--- src/rtl/sha_pkg.sv ---
// SHA-256 engine package: round constants, initial hash words, command types, rotate helper.
// No dependencies; used by the controller, datapath and top level.
package sha_pkg;

  localparam logic [31:0] ROUND_K [64] = '{
    32'h428a2f98, 32'h71374491, 32'hb5c0fbcf, 32'he9b5dba5,
    32'h3956c25b, 32'h59f111f1, 32'h923f82a4, 32'hab1c5ed5,
    32'hd807aa98, 32'h12835b01, 32'h243185be, 32'h550c7dc3,
    32'h72be5d74, 32'h80deb1fe, 32'h9bdc06a7, 32'hc19bf174,
    32'he49b69c1, 32'hefbe4786, 32'h0fc19dc6, 32'h240ca1cc,
    32'h2de92c6f, 32'h4a7484aa, 32'h5cb0a9dc, 32'h76f988da,
    32'h983e5152, 32'ha831c66d, 32'hb00327c8, 32'hbf597fc7,
    32'hc6e00bf3, 32'hd5a79147, 32'h06ca6351, 32'h14292967,
    32'h27b70a85, 32'h2e1b2138, 32'h4d2c6dfc, 32'h53380d13,
    32'h650a7354, 32'h766a0abb, 32'h81c2c92e, 32'h92722c85,
    32'ha2bfe8a1, 32'ha81a664b, 32'hc24b8b70, 32'hc76c51a3,
    32'hd192e819, 32'hd6990624, 32'hf40e3585, 32'h106aa070,
    32'h19a4c116, 32'h1e376c08, 32'h2748774c, 32'h34b0bcb5,
    32'h391c0cb3, 32'h4ed8aa4a, 32'h5b9cca4f, 32'h682e6ff3,
    32'h748f82ee, 32'h78a5636f, 32'h84c87814, 32'h8cc70208,
    32'h90befffa, 32'ha4506ceb, 32'hbef9a3f7, 32'hc67178f2
  };

  localparam logic [31:0] INIT_HASH [8] = '{
    32'h6a09e667, 32'hbb67ae85, 32'h3c6ef372, 32'ha54ff53a,
    32'h510e527f, 32'h9b05688c, 32'h1f83d9ab, 32'h5be0cd19
  };

  localparam logic [7:0] PAD_BYTE = 8'h80;

  // Controller-to-datapath command group.
  typedef struct packed {
    logic       put_byte;   // write byte_val at the current block position
    logic [7:0] byte_val;
    logic       add_len;    // count 8 more message bits
    logic       put_len;    // place bit length in words 14 and 15
    logic       load_work;  // copy hash into working variables
    logic       round;      // run one round
    logic [5:0] round_idx;
    logic       fold;       // add working variables into hash
    logic       reset_msg;  // restore initial hash, clear counters
  } sha_cmd_t;

  typedef struct packed {
    logic [5:0] byte_cnt;
  } sha_sts_t;

  function automatic logic [31:0] rotr(input logic [31:0] x, input int unsigned n);
    rotr = (x >> n) | (x << (32 - n));
  endfunction

endpackage

--- src/rtl/sha_datapath.sv ---
// SHA-256 datapath: block words, schedule, working variables, hash, bit length.
// Depends on sha_pkg.
module sha_datapath
  import sha_pkg::*;
(
  input  logic        clk,
  input  logic        rst_n,
  input  sha_cmd_t    cmd,
  output sha_sts_t    sts,
  input  logic [2:0]  rd_idx,
  output logic [31:0] rd_word
);

  logic [31:0] w_r [16];
  logic [31:0] v_r [8];
  logic [31:0] h_r [8];
  logic [5:0]  cnt_r;
  logic [63:0] len_r;

  logic [3:0]  wi;
  logic [4:0]  sh;
  logic [31:0] x15, x2, s0, s1, wnew, wt, t1, t2;
  logic [3:0]  ti;

  assign wi = cnt_r[5:2];
  assign sh = 5'd24 - {cnt_r[1:0], 3'b000};
  assign ti = cmd.round_idx[3:0];
  assign x15 = w_r[ti + 4'd1];
  assign x2  = w_r[ti + 4'd14];
  assign s0 = rotr(x15, 7) ^ rotr(x15, 18) ^ (x15 >> 3);
  assign s1 = rotr(x2, 17) ^ rotr(x2, 19) ^ (x2 >> 10);
  assign wnew = w_r[ti] + s0 + w_r[ti + 4'd9] + s1;
  assign wt = cmd.round_idx[5:4] == 2'd0 ? w_r[ti] : wnew;
  assign t1 = v_r[7] + (rotr(v_r[4], 6) ^ rotr(v_r[4], 11) ^ rotr(v_r[4], 25))
            + ((v_r[4] & v_r[5]) ^ (~v_r[4] & v_r[6])) + ROUND_K[cmd.round_idx] + wt;
  assign t2 = (rotr(v_r[0], 2) ^ rotr(v_r[0], 13) ^ rotr(v_r[0], 22))
            + ((v_r[0] & v_r[1]) ^ (v_r[0] & v_r[2]) ^ (v_r[1] & v_r[2]));

  assign sts.byte_cnt = cnt_r;
  assign rd_word = h_r[rd_idx];

  always_ff @(posedge clk) begin
    if (cmd.put_byte) begin
      if (cnt_r[1:0] == 2'd0) w_r[wi] <= {cmd.byte_val, 24'd0};
      else w_r[wi] <= w_r[wi] | ({24'd0, cmd.byte_val} << sh);
    end
    if (cmd.put_len) begin
      w_r[14] <= len_r[63:32];
      w_r[15] <= len_r[31:0];
    end
    if (cmd.round) begin
      w_r[ti] <= wt;
      v_r[7] <= v_r[6]; v_r[6] <= v_r[5]; v_r[5] <= v_r[4]; v_r[4] <= v_r[3] + t1;
      v_r[3] <= v_r[2]; v_r[2] <= v_r[1]; v_r[1] <= v_r[0]; v_r[0] <= t1 + t2;
    end
    if (cmd.load_work) begin
      for (int j = 0; j < 8; j++) v_r[j] <= h_r[j];
    end
  end

  always_ff @(posedge clk) begin
    if (!rst_n || cmd.reset_msg) begin
      for (int j = 0; j < 8; j++) h_r[j] <= INIT_HASH[j];
      cnt_r <= '0;
      len_r <= '0;
    end else begin
      if (cmd.fold) begin
        for (int j = 0; j < 8; j++) h_r[j] <= h_r[j] + v_r[j];
      end
      if (cmd.put_byte) cnt_r <= cnt_r + 6'd1;
      if (cmd.put_len) cnt_r <= '0;
      if (cmd.add_len) len_r <= len_r + 64'd8;
    end
  end

endmodule

--- config.mk ---
export PLATFORM = sky130hd
export DESIGN_NAME = sha_datapath
export DESIGN_NICKNAME = d
export VERILOG_FILES = /design/src/rtl/sha_pkg.sv /design/src/rtl/sha_datapath.sv
export SDC_FILE = /design/constraint.sdc
export NUM_CORES = 2
export LEC_CHECK = 0
export BUFFER_PORTS_ARGS = -buffer_cell sky130_fd_sc_hd__buf_2
export CORE_UTILIZATION = 55
export CTS_CLUSTER_DIAMETER = 80
export DETAILED_ROUTE_END_ITERATION = 16
export PLACE_DENSITY = 0.71
export SLEW_MARGIN = 5
export SYNTH_ARGS = -nofsm -noshare
export SYNTH_HDL_FRONTEND = slang
export SYNTH_SLANG_ARGS = --single-unit
--- constraint.sdc ---
create_clock -name clk -period 22.9 [get_ports clk]
set_input_delay 0 -clock clk [delete_from_list [all_inputs] [get_ports clk]]
set_output_delay 0 -clock clk [all_outputs]
set_load 0.01 [all_outputs]
==> metrics <==
status finished clean; Clock Sinks 1095; CP Class input port to flip-flop; upper clock frequency limit 68.0 MHz; H-tree Lvls 4; Syn Inst Count 8037; clk_skew 0.0607 ns; total negative slack 0 ns; Area growth syn-to-layout 8.53%; residual DRC count 0; largest net degree at the start of global routing 141; Max FO, Critical Path 122; GRT Total Usage 39.6%; Least-Margin Pin Slew 1.42 ns; Routed Antenna Nets 0; CP Capture Type flip-flop; ys async rst share 0%; Ys Warns 0; Max clock buf depth 3; ys flop type edfxtp_1; core box area 163000 um^2; Reg clk slew, reported paths 0.06 ns; Syn Area/Cell 11.2 um^2; routed via count 71900; routed length on met1 113000 um; Slew Viols, Final 0; post-synthesis sequential area ratio 35.6%; EDFF count, synth 1024; Final Non-Filler Cells 10200; Clk Latency, worst-skew pair 0.82 ns; drt pass-1 iters 10; slew margin rel. 5.17%; top layer in use met5; CP arrival 15.21 ns; layout cell share with drive strength beyond 1 18.5%; HPWL after DPL 235000 um; crit-path most repeated cell inv_1; CTS Root Cell clkbuf_16; post-layout min period 14.70 ns; Synth Cell Area 90400 um^2; met2 routed WL 150000 um; vias per cell 7.06; Max stage delay on crit path 0.72 ns; Max Cap Viol 0; Worst path slowest cell a21oi_2; vias in the first global route 69900; Initial DRC Count 10100; min-delay worst type input port to flip-flop; minimum hold slack 0.109 ns; CP startpoint kind input port; Syn Nets 8671; nets@finish 8524; crit share post-route 64.2%; # setup viols final 0; DRT Wirelength 335000 um; die area 166000 um^2; starting density of the core 55.5%; global-route wire length before repair 481000 um; IO Port Bufs 63; Critical Path RT 23.41 ns; overflow left after global routing 0; CTS tree done; cell family with most CP delay compound AO/OA/AOI/OAI gates; gpl congestion 1.04; initial antenna violation count 5; Boundary Pins 64; Buf/Inv on CP 11; Inserted Clock Buffers 139; # rows 148; placed cells 9911; RSZ-0062 raised after global routing false; die width 407 um; Yosys cell types 92; Final Hold Fails 0; met3 WL 39900 um; Die Y-Extent 407 um; Avg WL per Cell 32.9 um; FF+latch count, synth 1095
-- area by class of cell --
cell class	instances	area, um^2
sequential	1095	32200
antenna	4	10.0
timing repair buffer	252	1850
clock inverter	82	1030
inverter	457	1720
clock buffer	172	3760
multi-input combinational	5945	54800
tap	2175	2720
fill	13100	64900
-- sequential cells by signal, summed over array words and instances (netlist names), named ones only --
signal and cells:
len_r 61, v_r 256, h_r 256, sts 6
w_r 512
-- cell usage after synthesis, types with 16 or more instances --
cell type  number  area, um^2
a22oi_1        16         120
o221ai_1       36         315
o211ai_1       29         218
nor3b_1        16         120
inv_1         453        1700
o21a_1         50         375
ha_1          413        5170
o21ai_1        33         165
dfxtp_1        71        1420
a21oi_1       476        2380
mux4_2        639       14400
and3_1         54         338
nor2_1        474        1780
a221oi_1       37         324
mux2i_1       424        4240
nand4_1        42         263
a21boi_0       22         165
nor2b_1        67         419
nand2b_1       72         450
a21o_1        194        1460
edfxtp_1     1024       30700
a211oi_1       77         578
o21ai_0       546        2730
nand2_1       582        2180
buf_2          52         260
a31oi_1        32         200
fa_1          195        3900
buf_1          67         251
mux2_2        266        3000
xor2_1        209        1830
or3_1          39         244
o22ai_1        25         156
and2_1         29         181
a211o_1        17         149
o21bai_1       45         338
xnor2_1       377        3300
or2_2          19         119
nor3_1        101         505
o31ai_1        23         173
nand3_1        94         470
clkbuf_1      417        1570
-- stage by stage --
step	util (%)	setup slack (ns)	cell area, um^2
4_1_cts	60.2	8.55	98100
3_5_place_dp	57.2	7.75	93200
6_report	60.2	8.20	98100
3_3_place_gp	57.2	7.89	93200
5_1_grt	60.2	7.45	98100
2_1_floorplan	-	10.07	90400
-- cells by family after synthesis --
logic type | synth area share (%)
AO/OA/AOI/OAI | 12.1
AND/OR/NAND/NOR | 8.18
multiplexers | 24.0
flip-flops | 35.6
buffers and inverters | 4.23
adder cells (fa/ha/maj) | 10.1
XOR/XNOR | 5.79
-- worst register-to-register path, delay by kind of cell (launching register included) --
| family | cells | cell delay (ns) |
|---|---|---|
| xor+xnor | 5 | 1.21 |
| flops | 1 | 0.44 |
| fa+ha+maj | 10 | 4.25 |
| compound gates | 15 | 3.57 |
| buf+inv | 8 | 0.83 |
| mux | 2 | 1.16 |
| simple gates | 8 | 1.18 |
-- final timing paths --
check / start / to / slack, ns / cells past startpoint
worst max-delay path: cmd[3] / v_r[0][29] / 8.20 / 53
worst min-delay path: cmd[19] / w_r[0][31] / 0.11 / 4
worst max register to register: w_r[5][11] / v_r[0][29] / 9.96 / 48
worst min register to register: len_r[50] / len_r[50] / 0.52 / 2
-- placed cells by master, fill, tap and decap left out, types with 30 or more instances in the layout --
| cell | n |
|---|---|
| a21oi_1 | 467 |
| nand4_1 | 42 |
| a221oi_1 | 37 |
| o21ai_1 | 30 |
| a31oi_1 | 32 |
| nor2_1 | 455 |
| inv_1 | 453 |
| xor2_1 | 209 |
| xnor2_1 | 377 |
| edfxtp_1 | 1024 |
| mux2_2 | 266 |
| a211oi_1 | 77 |
| fa_1 | 195 |
| o21a_1 | 50 |
| ha_1 | 409 |
| nand3_1 | 84 |
| or3_1 | 39 |
| nand2b_1 | 70 |
| buf_4 | 177 |
| nor3_1 | 99 |
| nor2b_1 | 65 |
| mux2i_1 | 421 |
| and3_1 | 54 |
| dfxtp_1 | 67 |
| clkbuf_16 | 143 |
| o221ai_1 | 36 |
| mux4_2 | 639 |
| o21bai_1 | 45 |
| nand2_1 | 578 |
| a21o_1 | 194 |
| buf_2 | 55 |
| o21ai_0 | 531 |
-- metal layers --
layer / track usage, % / vias up
li1: - / 30000
met5: 0 / -
met2: 61.5 / 5209
met4: 30.7 / 2
met1: 47.2 / 35400
met3: 10.3 / 1259
-- repair_timing --
| item | CTS | global route |
|---|---|---|
| hold buffers | 12 | 0 |
| buffers inserted | 0 | 0 |
| hold endpoints to repair | 166 | 0 |
| gates resized for setup | 0 | 0 |
Power is left out: the tool's default activity adds up to more than one toggle a clock period on the data nets, which glitch-free logic cannot reach.
