--- config.mk ---
export PLATFORM = sky130hd
export DESIGN_NAME = sha_ctrl
export DESIGN_NICKNAME = d
export VERILOG_FILES = /design/src/rtl/sha_pkg.sv /design/src/rtl/sha_ctrl.sv
export SDC_FILE = /design/constraint.sdc
export NUM_CORES = 1
export LEC_CHECK = 0
export BUFFER_PORTS_ARGS = -buffer_cell sky130_fd_sc_hd__buf_2
export CAP_MARGIN = 20
export CELL_PAD_IN_SITES_DETAIL_PLACEMENT = 1
export CELL_PAD_IN_SITES_GLOBAL_PLACEMENT = 2
export CORE_ASPECT_RATIO = 0.75
export CORE_MARGIN = 3
export CORE_UTILIZATION = 23
export CTS_BUF_LIST = sky130_fd_sc_hd__clkbuf_8
export DETAILED_ROUTE_END_ITERATION = 12
export PLACE_DENSITY_LB_ADDON = 0.15
export SETUP_SLACK_MARGIN = 0.15
export SLEW_MARGIN = 20
export SYNTH_ARGS = -nofsm -noshare
export SYNTH_HDL_FRONTEND = slang
export SYNTH_SLANG_ARGS = --single-unit
--- constraint.sdc ---
create_clock -name clk -period 1.6 [get_ports clk]
set_input_delay 0.32 -clock clk [delete_from_list [all_inputs] [get_ports clk]]
set_output_delay 0.32 -clock clk [all_outputs]
set_load 0.02 [all_outputs]
--- src/rtl/sha_pkg.sv ---
// SHA-256 engine package: round constants, initial hash words, command types, rotate helper.
// No dependencies; used by the controller, datapath and top level.
package sha_pkg;

  localparam logic [31:0] ROUND_K [64] = '{
    32'h428a2f98, 32'h71374491, 32'hb5c0fbcf, 32'he9b5dba5,
    32'h3956c25b, 32'h59f111f1, 32'h923f82a4, 32'hab1c5ed5,
    32'hd807aa98, 32'h12835b01, 32'h243185be, 32'h550c7dc3,
    32'h72be5d74, 32'h80deb1fe, 32'h9bdc06a7, 32'hc19bf174,
    32'he49b69c1, 32'hefbe4786, 32'h0fc19dc6, 32'h240ca1cc,
    32'h2de92c6f, 32'h4a7484aa, 32'h5cb0a9dc, 32'h76f988da,
    32'h983e5152, 32'ha831c66d, 32'hb00327c8, 32'hbf597fc7,
    32'hc6e00bf3, 32'hd5a79147, 32'h06ca6351, 32'h14292967,
    32'h27b70a85, 32'h2e1b2138, 32'h4d2c6dfc, 32'h53380d13,
    32'h650a7354, 32'h766a0abb, 32'h81c2c92e, 32'h92722c85,
    32'ha2bfe8a1, 32'ha81a664b, 32'hc24b8b70, 32'hc76c51a3,
    32'hd192e819, 32'hd6990624, 32'hf40e3585, 32'h106aa070,
    32'h19a4c116, 32'h1e376c08, 32'h2748774c, 32'h34b0bcb5,
    32'h391c0cb3, 32'h4ed8aa4a, 32'h5b9cca4f, 32'h682e6ff3,
    32'h748f82ee, 32'h78a5636f, 32'h84c87814, 32'h8cc70208,
    32'h90befffa, 32'ha4506ceb, 32'hbef9a3f7, 32'hc67178f2
  };

  localparam logic [31:0] INIT_HASH [8] = '{
    32'h6a09e667, 32'hbb67ae85, 32'h3c6ef372, 32'ha54ff53a,
    32'h510e527f, 32'h9b05688c, 32'h1f83d9ab, 32'h5be0cd19
  };

  localparam logic [7:0] PAD_BYTE = 8'h80;

  // Controller-to-datapath command group.
  typedef struct packed {
    logic       put_byte;   // write byte_val at the current block position
    logic [7:0] byte_val;
    logic       add_len;    // count 8 more message bits
    logic       put_len;    // place bit length in words 14 and 15
    logic       load_work;  // copy hash into working variables
    logic       round;      // run one round
    logic [5:0] round_idx;
    logic       fold;       // add working variables into hash
    logic       reset_msg;  // restore initial hash, clear counters
  } sha_cmd_t;

  typedef struct packed {
    logic [5:0] byte_cnt;
  } sha_sts_t;

  function automatic logic [31:0] rotr(input logic [31:0] x, input int unsigned n);
    rotr = (x >> n) | (x << (32 - n));
  endfunction

endpackage

--- src/rtl/sha_ctrl.sv ---
// SHA-256 controller: byte intake, padding, 64-round sequencing, digest output.
// Depends on sha_pkg.
module sha_ctrl
  import sha_pkg::*;
(
  input  logic       clk,
  input  logic       rst_n,
  input  logic       in_valid,
  output logic       in_ready,
  input  logic [7:0] in_data,
  input  logic       in_has,
  input  logic       in_last,
  output logic       out_valid,
  input  logic       out_ready,
  output logic [2:0] out_idx,
  output sha_cmd_t   cmd,
  input  sha_sts_t   sts
);

  localparam logic [2:0] ST_IDLE = 3'd0;
  localparam logic [2:0] ST_LOAD = 3'd1;
  localparam logic [2:0] ST_RND  = 3'd2;
  localparam logic [2:0] ST_FOLD = 3'd3;
  localparam logic [2:0] ST_PAD  = 3'd4;
  localparam logic [2:0] ST_OUT  = 3'd5;

  logic [2:0] state_r, state_nxt;
  logic [5:0] rnd_r, rnd_nxt;
  logic [2:0] idx_r, idx_nxt;
  logic       fin_r, fin_nxt;   // message end: pad after this block
  logic       pad_r, pad_nxt;   // 0x80 marker byte still owed
  logic       lenb_r, lenb_nxt; // block in flight carries the length

  assign in_ready  = rst_n && (state_r == ST_IDLE);
  assign out_valid = state_r == ST_OUT;
  assign out_idx   = idx_r;

  always_comb begin
    state_nxt = state_r;
    rnd_nxt   = rnd_r;
    idx_nxt   = idx_r;
    fin_nxt   = fin_r;
    pad_nxt   = pad_r;
    lenb_nxt  = lenb_r;
    cmd       = '0;
    cmd.round_idx = rnd_r;
    case (state_r)
      ST_IDLE: begin
        if (in_valid && in_ready) begin
          cmd.put_byte = in_has;
          cmd.byte_val = in_data;
          cmd.add_len  = in_has;
          if (in_has && sts.byte_cnt == 6'd63) begin
            state_nxt = ST_LOAD;
            fin_nxt   = in_last;
            pad_nxt   = in_last;
          end else if (in_last) begin
            state_nxt = ST_PAD;
            pad_nxt   = 1'b1;
          end
        end
      end
      ST_PAD: begin
        // place the marker first, then zeros until position 56, then the length
        cmd.byte_val = pad_r ? PAD_BYTE : 8'h00;
        if (pad_r || sts.byte_cnt != 6'd56) begin
          cmd.put_byte = 1'b1;
          pad_nxt      = 1'b0;
          if (sts.byte_cnt == 6'd63) begin
            state_nxt = ST_LOAD;
            fin_nxt   = 1'b1;
          end
        end else begin
          cmd.put_len = 1'b1;
          lenb_nxt    = 1'b1;
          state_nxt   = ST_LOAD;
        end
      end
      ST_LOAD: begin
        cmd.load_work = 1'b1;
        rnd_nxt   = '0;
        state_nxt = ST_RND;
      end
      ST_RND: begin
        cmd.round = 1'b1;
        rnd_nxt   = rnd_r + 6'd1;
        if (rnd_r == 6'd63) state_nxt = ST_FOLD;
      end
      ST_FOLD: begin
        cmd.fold = 1'b1;
        if (lenb_r) begin
          state_nxt = ST_OUT;
          idx_nxt   = '0;
          lenb_nxt  = 1'b0;
        end else if (fin_r) begin
          state_nxt = ST_PAD;
          fin_nxt   = 1'b0;
        end else begin
          state_nxt = ST_IDLE;
        end
      end
      ST_OUT: begin
        if (out_ready) begin
          idx_nxt = idx_r + 3'd1;
          if (idx_r == 3'd7) begin
            cmd.reset_msg = 1'b1;
            state_nxt = ST_IDLE;
          end
        end
      end
      default: state_nxt = ST_IDLE;
    endcase
  end

  always_ff @(posedge clk) begin
    if (!rst_n) begin
      state_r <= ST_IDLE;
      rnd_r   <= '0;
      idx_r   <= '0;
      fin_r   <= 1'b0;
      pad_r   <= 1'b0;
      lenb_r  <= 1'b0;
    end else begin
      state_r <= state_nxt;
      rnd_r   <= rnd_nxt;
      idx_r   <= idx_nxt;
      fin_r   <= fin_nxt;
      pad_r   <= pad_nxt;
      lenb_r  <= lenb_nxt;
    end
  end

endmodule

==> qor.csv <==
stage,metric,value,unit
finish,Area growth syn-to-layout,97.7,%
global_route,initial antenna violation count,0,
routing,vias per inst,4.70,
pwr,net switching fraction of the power,36.0,%
global_route,grt ovf,0,
synth,cell taking the most area after synthesis,dfxtp_1,
worst_setup_path,Crit path max-delay family,simple AND/OR/NAND/NOR gates,
finish,"Design Area, Final",0.00191,mm^2
finish,Layout Nets,227,
sta,final setup fails,21,
placed_design,hpwl dp,2.60,mm
clock_tree,clock sink total,15,
die,Initial Util,25.1,%
clock_tree,CTS tree,built,
clock_tree,hold buffers post-CTS,0,
global_route,largest net degree at the start of global routing,12,
worst_setup_path,Max stage delay on crit path,400,ps
worst_setup_path,required time worst endpoint,1280,ps
sta,hold slack,430,ps
finish,area of the multi-input gates,772,um^2
sta,Final Max Tran Viols,0,
worst_setup_path,r2r startpoint,state_r[1],
status,failing checks,setup timing,
routing,DR WL/cell,17.0,um
clock_tree,CTS Root Cell,clkbuf_8,
global_route,vias in the first global route,1230,
pwr,Int Power,1.09,mW
clock_tree,CTS max path bufs,2,
finish,share of cells above drive strength 1,64.5,%
routing,Pre-antenna DRT Iters,4,
routing,antenna-violating nets left,0,
synth,Yosys top cell area share,31.0,%
worst_setup_path,crit path max-delay cell type,or3_4,
sta,Layout Skew,13.1,ps
status,outcome,finished with violations,
sta,final setup margin,-218,ps
sta,RSZ-0062 raised after global routing,yes,
die,Core Area,0.00385,mm^2
pwr,Logic pwr share,54.2,%
synth,"top cells by area, synth","dfxtp_1 (31%), and2_1 (7.1%), a22oi_1 (3.9%)",
global_route,gr usage total,15.4,%
worst_setup_path,crit path kind,register to output port,
pwr,Pwr Total,1.70,mW
clock_tree,Worst-path clk slew,80,ps
worst_setup_path,Worst Setup SP,state_r[1],
placed_design,placed inst area,0.00131,mm^2
synth,Synth Net Count,141,
finish,most frequent cells in the layout,"buf_2 (28), buf_6 (28), buf_4 (25)",
finish,register area,309,um^2
finish,ANT cells,0,
clock_tree,# H-tree levels,1,
worst_setup_path,r2r setup slk,-180,ps
synth,Syn Area/Cell,8.21,um^2
sta,worst relative slew slack,79.5,%
synth,post-synthesis cell count,118,
die,Die ar.,0.00503,mm^2
clock_tree,Worst-Skew Late Latency,260,ps
finish,post-layout util,49.7,%
sta,Worst-Margin Slew,306,ps
pwr,PD cells,890,mW/mm^2
sta,Final period util,114,%
min_path,hold path startpoint,in_last,
worst_setup_path,Worst Setup Start Kind,register,
synth,Synth Cell Area,968,um^2
job,Max Cap Viol,0,
routing,vias,1198,
synth,register area share after synthesis,31.0,%
synth,Synth Register Bits,15,
worst_setup_path,buffers plus inverters on the worst setup path,2,
routing,Starting DRT DRC Count,45,
synth,Yosys warnings,0,
worst_setup_path,"Critical Path, Cell by Cell",or3_4 > nor2_4 > buf_12 > and2_4 > buf_6,
pwr,P_sw,0.613,mW
sta,final hold violations,0,
worst_setup_path,Critical Path End Type,output port,
synth,Yosys cell types,44,
die,die height,62.2,um
global_route,wire length of the first global-routing pass,6.03,mm
die,Die W,80.9,um
die,row cnt,19,
pwr,Worst IR Drop VDD,0.384,mV
min_path,HP Class,input pin to register,
die,I/O pins,46,
sta,max frequency,550,MHz
pwr,Clk network pwr share,19.7,%
pwr,sequential power share,26.1,%
placed_design,Buffers on Ports,45,
placed_design,placer congestion estimate,0.796,
routing,final wirelength,4.33,mm
clock_tree,TritonCTS buffer count,3,
routing,drc violations,0,
sta,Period minus WS final,1820,ps
finish,Fillers,466,
worst_setup_path,Critical Path Fanout Max,8,
pwr,P_leak,0.932,nW
worst_setup_path,CP Data Arrival Time,1500,ps
-- final cells by class --
class                           count  area share [%]
Timing Repair Buffer               84            36.2
Inverter                            5            1.50
Tap cell                           52            3.40
Sequential cell                    15            16.1
Clock buffer                        3            2.16
Clock inverter                      1           0.261
Multi-Input combinational cell     95            40.3
-- power by group through the flow --
stage | registers [mW] | clock network, mW | logic [mW]
final | 0.445 | 0.335 | 0.924
after CTS | 0.436 | 0.338 | 0.741
after global placement | 0.432 | 0 | 0.507
after global routing | 0.451 | 0.361 | 0.986
after detailed placement | 0.434 | 0 | 0.513
after floorplan | 0.437 | 0 | 0.345
-- sequential cells by signal, indices dropped and copies added (netlist names) --
name / flops
rnd_r: 6
pad_r: 1
lenb_r: 1
state_r: 3
out_idx: 3
fin_r: 1
-- final timing paths --
kind                end  depth (start not counted)
max             cmd[16]                          5
min reg2reg       fin_r                          2
min               fin_r                          3
max reg2reg  state_r[0]                         11
-- cell usage after synthesis (all sizes together) --
library cell and number:
nand2 11, or3 2, a22o 1, o31a 1, and3b 1, a21boi 2, a21oi 5, nor2b 4
a21o 2, nor3 1, a211oi 1, o21a 3, a31oi 1, o21ai 6, a22oi 5, buf 3
nor4 1, a41oi 1, nand3b 1, mux2i 2, and2 13, or3b 1, ha 3, o211ai 1
nand3 5, o22ai 1, nand4 2, and3 8, clkinv 1, nor2 10, dfxtp 15, inv 4
-- metrics by stage --
stage / setup slack (ps) / instances / TNS (ps)
2_1_floorplan: 19.4 / 118 / 0
3_3_place_gp: 26.0 / 220 / 0
3_5_place_dp: -3.30 / 220 / -3.30
4_1_cts: -217 / 240 / -2330
5_1_grt: -261 / 255 / -4450
6_report: -218 / 255 / -3160
-- cells by family (layout without fill, tap and decap cells) --
kind of cell,count (synthesis),in the layout,share of synthesized area [%]
AOI/OAI and AO/OA,30,30,21.2
adders and majority gates,3,3,3.88
buffers and inverters,8,93,4.52
DFF,15,15,31.0
muxes,2,2,2.07
and+or+nand+nor,60,60,37.3
-- repair_timing --
item | 4_1_cts | 5_1_grt
setup endpoints to repair | 22 | 30
pin swaps | 21 | 14
gates resized for setup | 66 | 26
buffers inserted | 16 | 15
-- layer usage --
layer  wire [um]  vias to the layer above  global-route usage [%]
met3         135                        4                    4.05
met4          27                        0                    2.53
met1        1810                      576                    19.1
li1            -                      595                       -
met5           0                        -                       0
met2        2350                       23                    26.9
-- worst min-delay path: stages --
cell and delay (ps):
buf_2 120, a21oi_1 120, a211oi_1 70
Note: power is estimated with default switching activity, not from simulation.
